**config.mk**
```make
export PLATFORM = sky130hd
export DESIGN_NAME = per_address_connection_limiter
export DESIGN_NICKNAME = d
export VERILOG_FILES = /design/src/hdl/pacl_pkg.sv /design/src/hdl/per_address_connection_limiter.sv /design/src/hdl/pacl_op.sv /design/src/hdl/pacl_mem.sv /design/src/hdl/pacl_ctrl.sv
export SDC_FILE = /design/constraint.sdc
export NUM_CORES = 2
export LEC_CHECK = 0
export BUFFER_PORTS_ARGS = -buffer_cell sky130_fd_sc_hd__buf_2
export CORE_ASPECT_RATIO = 1.5
export CORE_MARGIN = 5
export CORE_UTILIZATION = 37
export CTS_BUF_LIST = sky130_fd_sc_hd__clkbuf_8
export DETAILED_ROUTE_END_ITERATION = 12
export GPL_TIMING_DRIVEN = 0
export HOLD_SLACK_MARGIN = 0.1
export PLACE_DENSITY = 0.61
export RECOVER_POWER = 100
export REMOVE_ABC_BUFFERS = 1
export SYNTH_ARGS = -nofsm -noshare
export SYNTH_HDL_FRONTEND = slang
export SYNTH_SLANG_ARGS = --single-unit
```
**constraint.sdc**
```tcl
create_clock -name clk -period 17.9 [get_ports clk]
set_clock_uncertainty 0.2 [all_clocks]
set_input_delay 1.79 -clock clk [delete_from_list [all_inputs] [get_ports clk]]
set_output_delay 1.79 -clock clk [all_outputs]
set_load 0.1 [all_outputs]
```
**src/hdl/pacl_pkg.sv**
```systemverilog
`timescale 1ns / 1ps
// ----------------------------------------------------------------------------
// pacl_pkg
// Shared types and constants of the per-address connection limiter.
// ----------------------------------------------------------------------------
package pacl_pkg;

  localparam int DEF_TABLE_ENTRIES = 64;

  localparam int KEY_W   = 32;
  localparam int COUNT_W = 16;
  localparam int OP_W    = 3;

  localparam logic [COUNT_W-1:0] COUNT_MAX   = '1;
  localparam logic [COUNT_W-1:0] MAX_PER_RST = 16'd16;

  localparam logic [OP_W-1:0] OP_CHECK  = 3'd0;
  localparam logic [OP_W-1:0] OP_INSERT = 3'd1;
  localparam logic [OP_W-1:0] OP_REMOVE = 3'd2;
  localparam logic [OP_W-1:0] OP_CHKUPD = 3'd3;
  localparam logic [OP_W-1:0] OP_SETUPD = 3'd4;

  // one table slot as stored in the memory
  typedef struct packed {
    logic               valid;
    logic [KEY_W-1:0]   key;
    logic [COUNT_W-1:0] count;
    logic               flag;
  } entry_t;

  // result of one operation
  typedef struct packed {
    logic               answer;
    logic               found;
    logic               full;
    logic [COUNT_W-1:0] count;
  } result_t;

  // write-back decision of one operation
  typedef struct packed {
    logic   wr_en;
    logic   use_free;
    entry_t wr_entry;
  } wback_t;

endpackage

```
**src/hdl/per_address_connection_limiter.sv**
```systemverilog
`timescale 1ns / 1ps
// ----------------------------------------------------------------------------
// per_address_connection_limiter
// Per-source-address connection table with admission check and update flag.
// ----------------------------------------------------------------------------
// After reset the block runs a clearing pass over every slot with busy
// high. An operation is taken when start is high and busy is low; the table
// memory is then scanned one slot per cycle, and busy stays high through the
// scan, a drain state and a finish state that writes the slot back. The result
// is on the out_ ports, marked by out_valid, for one cycle; out_valid is
// registered from the finish state. The receiver cannot stall; the next start
// may be given in the cycle the result is shown. cfg_wr_en writes
// max_per_address and is meant to be used only while busy is low.
// ----------------------------------------------------------------------------
module per_address_connection_limiter
  import pacl_pkg::*;
#(
  parameter int TABLE_ENTRIES = DEF_TABLE_ENTRIES
) (
  input  logic               clk,
  input  logic               rst_n,
  input  logic               cfg_wr_en,
  input  logic [COUNT_W-1:0] cfg_wr_data,
  input  logic               start,
  output logic               busy,
  input  logic [OP_W-1:0]    in_opcode,
  input  logic [KEY_W-1:0]   in_address,
  input  logic               in_update_value,
  output logic               out_valid,
  output logic               out_answer,
  output logic               out_found,
  output logic               out_table_full,
  output logic [COUNT_W-1:0] out_count_after
);

  localparam int IW = $clog2(TABLE_ENTRIES);

  logic [COUNT_W-1:0] max_per_address_r;
  logic               mem_we;
  logic [IW-1:0]      mem_waddr;
  entry_t             mem_wdata;
  logic               mem_re;
  logic [IW-1:0]      mem_raddr;
  entry_t             mem_rdata;
  result_t            res;

  always_ff @(posedge clk) begin
    if (!rst_n) begin
      max_per_address_r <= MAX_PER_RST;
    end else if (cfg_wr_en) begin
      max_per_address_r <= cfg_wr_data;
    end
  end

  pacl_mem #(
    .TABLE_ENTRIES (TABLE_ENTRIES)
  ) u_mem (
    .clk   (clk),
    .we    (mem_we),
    .waddr (mem_waddr),
    .wdata (mem_wdata),
    .re    (mem_re),
    .raddr (mem_raddr),
    .rdata (mem_rdata)
  );

  pacl_ctrl #(
    .TABLE_ENTRIES (TABLE_ENTRIES)
  ) u_ctrl (
    .clk             (clk),
    .rst_n           (rst_n),
    .start           (start),
    .op              (in_opcode),
    .key             (in_address),
    .update_value    (in_update_value),
    .max_per_address (max_per_address_r),
    .busy            (busy),
    .mem_we          (mem_we),
    .mem_waddr       (mem_waddr),
    .mem_wdata       (mem_wdata),
    .mem_re          (mem_re),
    .mem_raddr       (mem_raddr),
    .mem_rdata       (mem_rdata),
    .res_valid       (out_valid),
    .res             (res)
  );

  assign out_answer      = res.answer;
  assign out_found       = res.found;
  assign out_table_full  = res.full;
  assign out_count_after = res.count;

`ifndef SYNTHESIS
  // a dropped insert reports no count
  a_full_no_count: assert property (@(posedge clk) disable iff (!rst_n)
    out_valid && out_table_full |-> out_count_after == '0 && !out_found)
    else $error("table_full with nonzero count or found");

  // an absent address can only end up with the count of a fresh insert
  a_absent_count: assert property (@(posedge clk) disable iff (!rst_n)
    out_valid && !out_found |-> out_count_after <= 16'd1)
    else $error("absent address reports count above one");

  // the scan keeps the block busy after a start transfer
  a_start_busy: assert property (@(posedge clk) disable iff (!rst_n)
    start && !busy |=> busy && !out_valid)
    else $error("not busy right after start transfer");

  // results never come in consecutive cycles
  a_single_strobe: assert property (@(posedge clk) disable iff (!rst_n)
    out_valid |=> !out_valid)
    else $error("result strobe held for two cycles");
`endif

endmodule

```
**src/hdl/pacl_op.sv**
```systemverilog
`timescale 1ns / 1ps
// ----------------------------------------------------------------------------
// pacl_op
// Applies one operation to the looked-up slot and decides the write-back.
// ----------------------------------------------------------------------------
module pacl_op
  import pacl_pkg::*;
(
  input  logic [OP_W-1:0]    op,
  input  logic [KEY_W-1:0]   key,
  input  logic               update_value,
  input  logic [COUNT_W-1:0] max_per_address,
  input  logic               found,
  input  entry_t             hit_entry,
  input  logic               free_found,
  output result_t            res,
  output wback_t             wback
);

  logic   locked;
  entry_t new_e;

  assign locked = found && (hit_entry.count > 16'd1) && hit_entry.flag;

  always_comb begin
    new_e          = hit_entry;
    res.answer     = 1'b0;
    res.found      = found;
    res.full       = 1'b0;
    wback.wr_en    = 1'b0;
    wback.use_free = 1'b0;
    case (op)
      OP_CHECK: begin
        res.answer = found ? (hit_entry.count < max_per_address)
                           : (max_per_address != '0);
      end
      OP_INSERT: begin
        if (found) begin
          if (hit_entry.count != COUNT_MAX) begin
            new_e.count = hit_entry.count + 16'd1;
          end
          wback.wr_en = 1'b1;
        end else if (free_found) begin
          new_e.valid    = 1'b1;
          new_e.key      = key;
          new_e.count    = 16'd1;
          new_e.flag     = 1'b0;
          wback.wr_en    = 1'b1;
          wback.use_free = 1'b1;
        end else begin
          res.full = 1'b1;
        end
      end
      OP_REMOVE: begin
        if (found) begin
          new_e.count = hit_entry.count - 16'd1;
          // last connection gone frees the slot
          if (new_e.count == '0) begin
            new_e.valid = 1'b0;
          end
          wback.wr_en = 1'b1;
        end
      end
      OP_CHKUPD: begin
        res.answer = locked;
      end
      OP_SETUPD: begin
        if (!locked) begin
          res.answer = 1'b1;
          if (found) begin
            new_e.flag  = update_value;
            wback.wr_en = 1'b1;
          end
        end
      end
      default: begin
      end
    endcase

    if (found && new_e.valid) begin
      res.count = new_e.count;
    end else if (wback.use_free) begin
      res.count = 16'd1;
    end else begin
      res.count = '0;
    end
    wback.wr_entry = new_e;
  end

endmodule

```
**src/hdl/pacl_mem.sv**
```systemverilog
`timescale 1ns / 1ps
// ----------------------------------------------------------------------------
// pacl_mem
// Slot table: one write port, one read port with registered read data.
// ----------------------------------------------------------------------------
module pacl_mem
  import pacl_pkg::*;
#(
  parameter int TABLE_ENTRIES = DEF_TABLE_ENTRIES,
  localparam int IW = $clog2(TABLE_ENTRIES)
) (
  input  logic          clk,
  input  logic          we,
  input  logic [IW-1:0] waddr,
  input  entry_t        wdata,
  input  logic          re,
  input  logic [IW-1:0] raddr,
  output entry_t        rdata
);

  entry_t mem [TABLE_ENTRIES];
  entry_t rdata_r;

  always_ff @(posedge clk) begin
    if (we) begin
      mem[waddr] <= wdata;
    end
  end

  always_ff @(posedge clk) begin
    if (re) begin
      rdata_r <= mem[raddr];
    end
  end

  assign rdata = rdata_r;

endmodule

```
**src/hdl/pacl_ctrl.sv**
```systemverilog
`timescale 1ns / 1ps
// ----------------------------------------------------------------------------
// pacl_ctrl
// Sequencer: clears the table after reset, scans it for each operation,
// then writes the modified slot back and issues the result.
// ----------------------------------------------------------------------------
module pacl_ctrl
  import pacl_pkg::*;
#(
  parameter int TABLE_ENTRIES = DEF_TABLE_ENTRIES,
  localparam int IW = $clog2(TABLE_ENTRIES)
) (
  input  logic               clk,
  input  logic               rst_n,
  input  logic               start,
  input  logic [OP_W-1:0]    op,
  input  logic [KEY_W-1:0]   key,
  input  logic               update_value,
  input  logic [COUNT_W-1:0] max_per_address,
  output logic               busy,
  output logic               mem_we,
  output logic [IW-1:0]      mem_waddr,
  output entry_t             mem_wdata,
  output logic               mem_re,
  output logic [IW-1:0]      mem_raddr,
  input  entry_t             mem_rdata,
  output logic               res_valid,
  output result_t            res
);

  localparam logic [2:0] ST_CLEAR  = 3'd0;
  localparam logic [2:0] ST_IDLE   = 3'd1;
  localparam logic [2:0] ST_SCAN   = 3'd2;
  localparam logic [2:0] ST_DRAIN  = 3'd3;
  localparam logic [2:0] ST_FINISH = 3'd4;

  localparam logic [IW-1:0] LAST_IDX = IW'(TABLE_ENTRIES - 1);

  logic [2:0]         state_r, state_nxt;
  logic [IW-1:0]      idx_r;
  logic [IW-1:0]      rd_idx_r;
  logic               rd_vld_r;
  logic [OP_W-1:0]    op_r;
  logic [KEY_W-1:0]   key_r;
  logic               upd_r;
  logic               hit_r;
  logic [IW-1:0]      hit_idx_r;
  entry_t             hit_entry_r;
  logic               free_r;
  logic [IW-1:0]      free_idx_r;
  logic               res_valid_r;
  result_t            res_r;
  logic               accept;
  result_t            op_res;
  wback_t             op_wb;

  assign accept = start && (state_r == ST_IDLE);
  assign busy   = (state_r != ST_IDLE);

  pacl_op u_op (
    .op              (op_r),
    .key             (key_r),
    .update_value    (upd_r),
    .max_per_address (max_per_address),
    .found           (hit_r),
    .hit_entry       (hit_entry_r),
    .free_found      (free_r),
    .res             (op_res),
    .wback           (op_wb)
  );

  always_comb begin
    state_nxt = state_r;
    case (state_r)
      ST_CLEAR:  if (idx_r == LAST_IDX) state_nxt = ST_IDLE;
      ST_IDLE:   if (start) state_nxt = ST_SCAN;
      ST_SCAN:   if (idx_r == LAST_IDX) state_nxt = ST_DRAIN;
      ST_DRAIN:  state_nxt = ST_FINISH;
      ST_FINISH: state_nxt = ST_IDLE;
      default:   state_nxt = ST_IDLE;
    endcase
  end

  always_comb begin
    mem_re    = (state_r == ST_SCAN);
    mem_raddr = idx_r;
    mem_we    = 1'b0;
    mem_waddr = idx_r;
    mem_wdata = '0;
    if (state_r == ST_CLEAR) begin
      mem_we = 1'b1;
    end else if (state_r == ST_FINISH) begin
      mem_we    = op_wb.wr_en;
      mem_waddr = op_wb.use_free ? free_idx_r : hit_idx_r;
      mem_wdata = op_wb.wr_entry;
    end
  end

  always_ff @(posedge clk) begin
    if (!rst_n) begin
      state_r     <= ST_CLEAR;
      idx_r       <= '0;
      rd_vld_r    <= 1'b0;
      res_valid_r <= 1'b0;
      hit_r       <= 1'b0;
      free_r      <= 1'b0;
    end else begin
      state_r     <= state_nxt;
      rd_vld_r    <= (state_r == ST_SCAN);
      res_valid_r <= (state_r == ST_FINISH);
      if (state_r == ST_CLEAR || state_r == ST_SCAN) begin
        idx_r <= (idx_r == LAST_IDX) ? '0 : idx_r + 1'b1;
      end
      if (accept) begin
        hit_r  <= 1'b0;
        free_r <= 1'b0;
      end else if (rd_vld_r) begin
        // lowest matching slot and lowest free slot win
        if (!hit_r && mem_rdata.valid && mem_rdata.key == key_r) begin
          hit_r <= 1'b1;
        end
        if (!free_r && !mem_rdata.valid) begin
          free_r <= 1'b1;
        end
      end
    end
  end

  always_ff @(posedge clk) begin
    rd_idx_r <= idx_r;
    if (accept) begin
      op_r  <= op;
      key_r <= key;
      upd_r <= update_value;
    end
    if (rd_vld_r && !hit_r && mem_rdata.valid && mem_rdata.key == key_r) begin
      hit_idx_r   <= rd_idx_r;
      hit_entry_r <= mem_rdata;
    end
    if (rd_vld_r && !free_r && !mem_rdata.valid) begin
      free_idx_r <= rd_idx_r;
    end
    if (state_r == ST_FINISH) begin
      res_r <= op_res;
    end
  end

  assign res_valid = res_valid_r;
  assign res       = res_r;

endmodule

```
==> out/results.txt <==
Hold Crit Class: flip-flop to flip-flop
Remaining DRCs: 0
WS Path Type: flip-flop to flip-flop
Syn avg cell area: 23.70 µm²
Layout Nets: 6334
RSZ-0062 raised after global routing: false
Clock power share: 37.7%
Most common flop cell mapped by yosys: edfxtp_1
Endpoints failing hold: 0
Worst slew margin: -161.7%
Sequential Power Share: 58.3%
Post-CTS sizing: 0
P_int: 11690 µW
Clock Path Buffers: 4
Post-synth EDFFs: 3367
Clock Sinks: 3402
Grt ovf: 0
Placeable Area: 352400 µm²
# H-tree levels: 5
Gate Count Post-Synth: 5518
First-pass GRT wire length: 503300 µm
CP Launch Type: flip-flop
Period utilization: 63.81%
Seq cells post-synth: 3402
Violated checks: max-capacitance violations, max-slew violations
Root buffer cell: clkbuf_8
Setup TNS: 0 ps
Status: complete, but fails checks
Worst setup EP type: flip-flop
Drt wl/cell: 31.82 µm
Finished Layout Cells: 11340
Sequential share of the synthesized area: 77.84%
IO Port Bufs: 76
Die width: 495.4 µm
Antenna Violating Nets Remaining: 0
Slew Viols, Final: 3767
Drt via density: 5.615
Initial Utilization: 37.11%
Maximum vdd drop: 0.00005814 V
Critical Path RT: 18470 ps
Largest net degree at the start of global routing: 65
Mapped cell area: 130800 µm²
Post-DP HPWL: 242100 µm
Largest fanout on the critical path: 54
Clock-pin transition on the worst setup and hold timing paths: 70 ps
Fmax: 87.55 MHz
Total number of vias: 63690
CTS buffer count: 454
Min Tclk post-route: 11420 ps
Pre-antenna DRT Iters: 6
Commonest non-fill, non-tap cell in the layout: edfxtp_1
Final wirelength: 360900 µm
Pleak: 0.04559 µW
Fin Hold WS: 222.5 ps
Sw Share: 21.66%
Vias in the first global route: 65550
Die area: 365700 µm²
DRT iter0 DRCs: 7534
Sequential cell area: 101800 µm²
Synth async-reset ratio: 0%
Die Y: 738.2 µm
GP Congestion: 0.7869
Post-CTS Setup Inserts: 0
Final setup vio count: 0
Tot GR Track Use: 19.44%
Comb power frac: 4.0%
Row cnt: 267
Register-to-Register Path Depth: 8
Synth-to-layout area growth: 12.47%
Slew at the pin closest to its max-slew limit: 3925 ps
Initial antenna violation count: 10
Multi-input logic area: 27250 µm²
Hold-fix buffers, CTS: 0
Commonest cells after routing, fill and taps aside: edfxtp_1 (3367), mux4_2 (1000), clkbuf_1 (495), clkbuf_8 (461), nand2_1 (154)
Syn. warnings: 0
Fill cell count: 30260
# Max-Cap Violations: 137
Worst Path Arrival: 11990 ps
CTS tree: done
Post-synth cell types: 82
Worst Hold Depth: 0
Share of layout cells above drive strength 1: 25.83%
I/O Pins: 77
Psw: 3232 µW
Pwr dens: 101.5 nW/µm²
Placed Instances: 10510
Worst skew pair latency: 1060 ps
-- worst max-delay path: stages (launching register included) --
cell	delay, ps
dfxtp_1	1690
clkbuf_1	2000
clkbuf_1	2520
clkbuf_1	2890
buf_16	290
mux4_2	370
mux4_2	510
a22oi_1	340
nand2_1	110
-- logic make-up after synthesis --
logic type / Yosys count / share of synthesized area (%)
flops: 3402 / 77.84
simple gates: 453 / 1.855
mux: 1018 / 17.36
compound gates: 251 / 1.339
xor+xnor: 39 / 0.2669
buf+inv: 335 / 1.147
fa+ha+maj: 20 / 0.1913
-- cells in the mapped netlist (32+ instances only) --
master | number | area (µm²)
nor2_1 | 93 | 349.1
buf_2 | 83 | 415.4
clkbuf_1 | 168 | 630.6
mux4_2 | 1000 | 22520
nor3_2 | 35 | 350.3
nand2_1 | 154 | 578.1
a22oi_1 | 100 | 750.7
dfxtp_1 | 35 | 700.7
edfxtp_1 | 3367 | 101100
a21oi_1 | 54 | 270.3
buf_1 | 32 | 120.1
nor3_1 | 33 | 165.2
-- sequential cells by signal, summed over array words and instances, names as in the netlist --
register	count
u_mem.mem	3200
u_ctrl.res_valid	1
u_ctrl.hit_idx_r	6
u_ctrl.rd_vld_r	1
u_ctrl.key_r	32
u_ctrl.state_r	3
u_ctrl.rd_idx_r	6
u_ctrl.free_idx_r	6
u_mem.rdata	50
u_ctrl.hit_r	1
u_ctrl.free_r	1
u_ctrl.op_r	3
u_ctrl.mem_raddr	6
u_ctrl.res	19
u_ctrl.hit_entry_r	50
u_ctrl.upd_r	1
max_per_address_r	16
-- layout make-up --
cell class	count	area share, %
Sequential cell	3402	69.21
Tap cell	4707	4.004
Clock buffer	461	4.313
Multi-Input combinational cell	1781	18.53
Antenna cell	3	0.005104
Clock inverter	369	1.480
Timing Repair Buffer	595	2.394
Inverter	24	0.06294
-- final timing paths --
path	from	endpoint	slack (ps)
worst max-delay path	u_ctrl.mem_raddr[1]$_SDFFE_PN0P_	u_mem.rdata[48]$_DFFE_PP_	6480
worst min-delay path	u_mem.rdata[13]$_DFFE_PP_	u_ctrl.hit_entry_r[13]$_DFFE_PP_	220
worst max register to register	u_ctrl.mem_raddr[1]$_SDFFE_PN0P_	u_mem.rdata[48]$_DFFE_PP_	6480
worst min register to register	u_mem.rdata[13]$_DFFE_PP_	u_ctrl.hit_entry_r[13]$_DFFE_PP_	220
-- stage by stage --
step                      setup slack, ps  instance area, µm²  total power, µW  utilization, %
final                                6478              147100            14920           41.74
after global routing                 6108              147100            15430           41.74
after CTS                           12090              155600            15090           44.15
after detailed placement            12180              147100             9505           41.73
after global placement             -43910              135600            10130           38.49
after floorplan                    -20450              129400             9665               -
-- layer usage --
| metal | vias up | share of wire [%] | GRT usage [%] |
|---|---|---|---|
| li1 | 25270 | - | - |
| met1 | 34260 | 35 | 24.09 |
| met2 | 3313 | 51 | 33.49 |
| met3 | 845 | 8.3 | 3.417 |
| met4 | 8 | 5.3 | 8.571 |
| met5 | - | 0.015 | 0 |
-- power by group through the flow --
stage | Combinational, µW | Sequential, µW | Clock (µW)
2_1_floorplan | 685 | 8980 | 0
3_3_place_gp | 1050 | 9070 | 0
3_5_place_dp | 633 | 8870 | 0
4_1_cts | 634 | 8700 | 5760
5_1_grt | 627 | 8700 | 6110
6_report | 593 | 8700 | 5630
No activity file was read; power rests on OpenSTA's default activity.
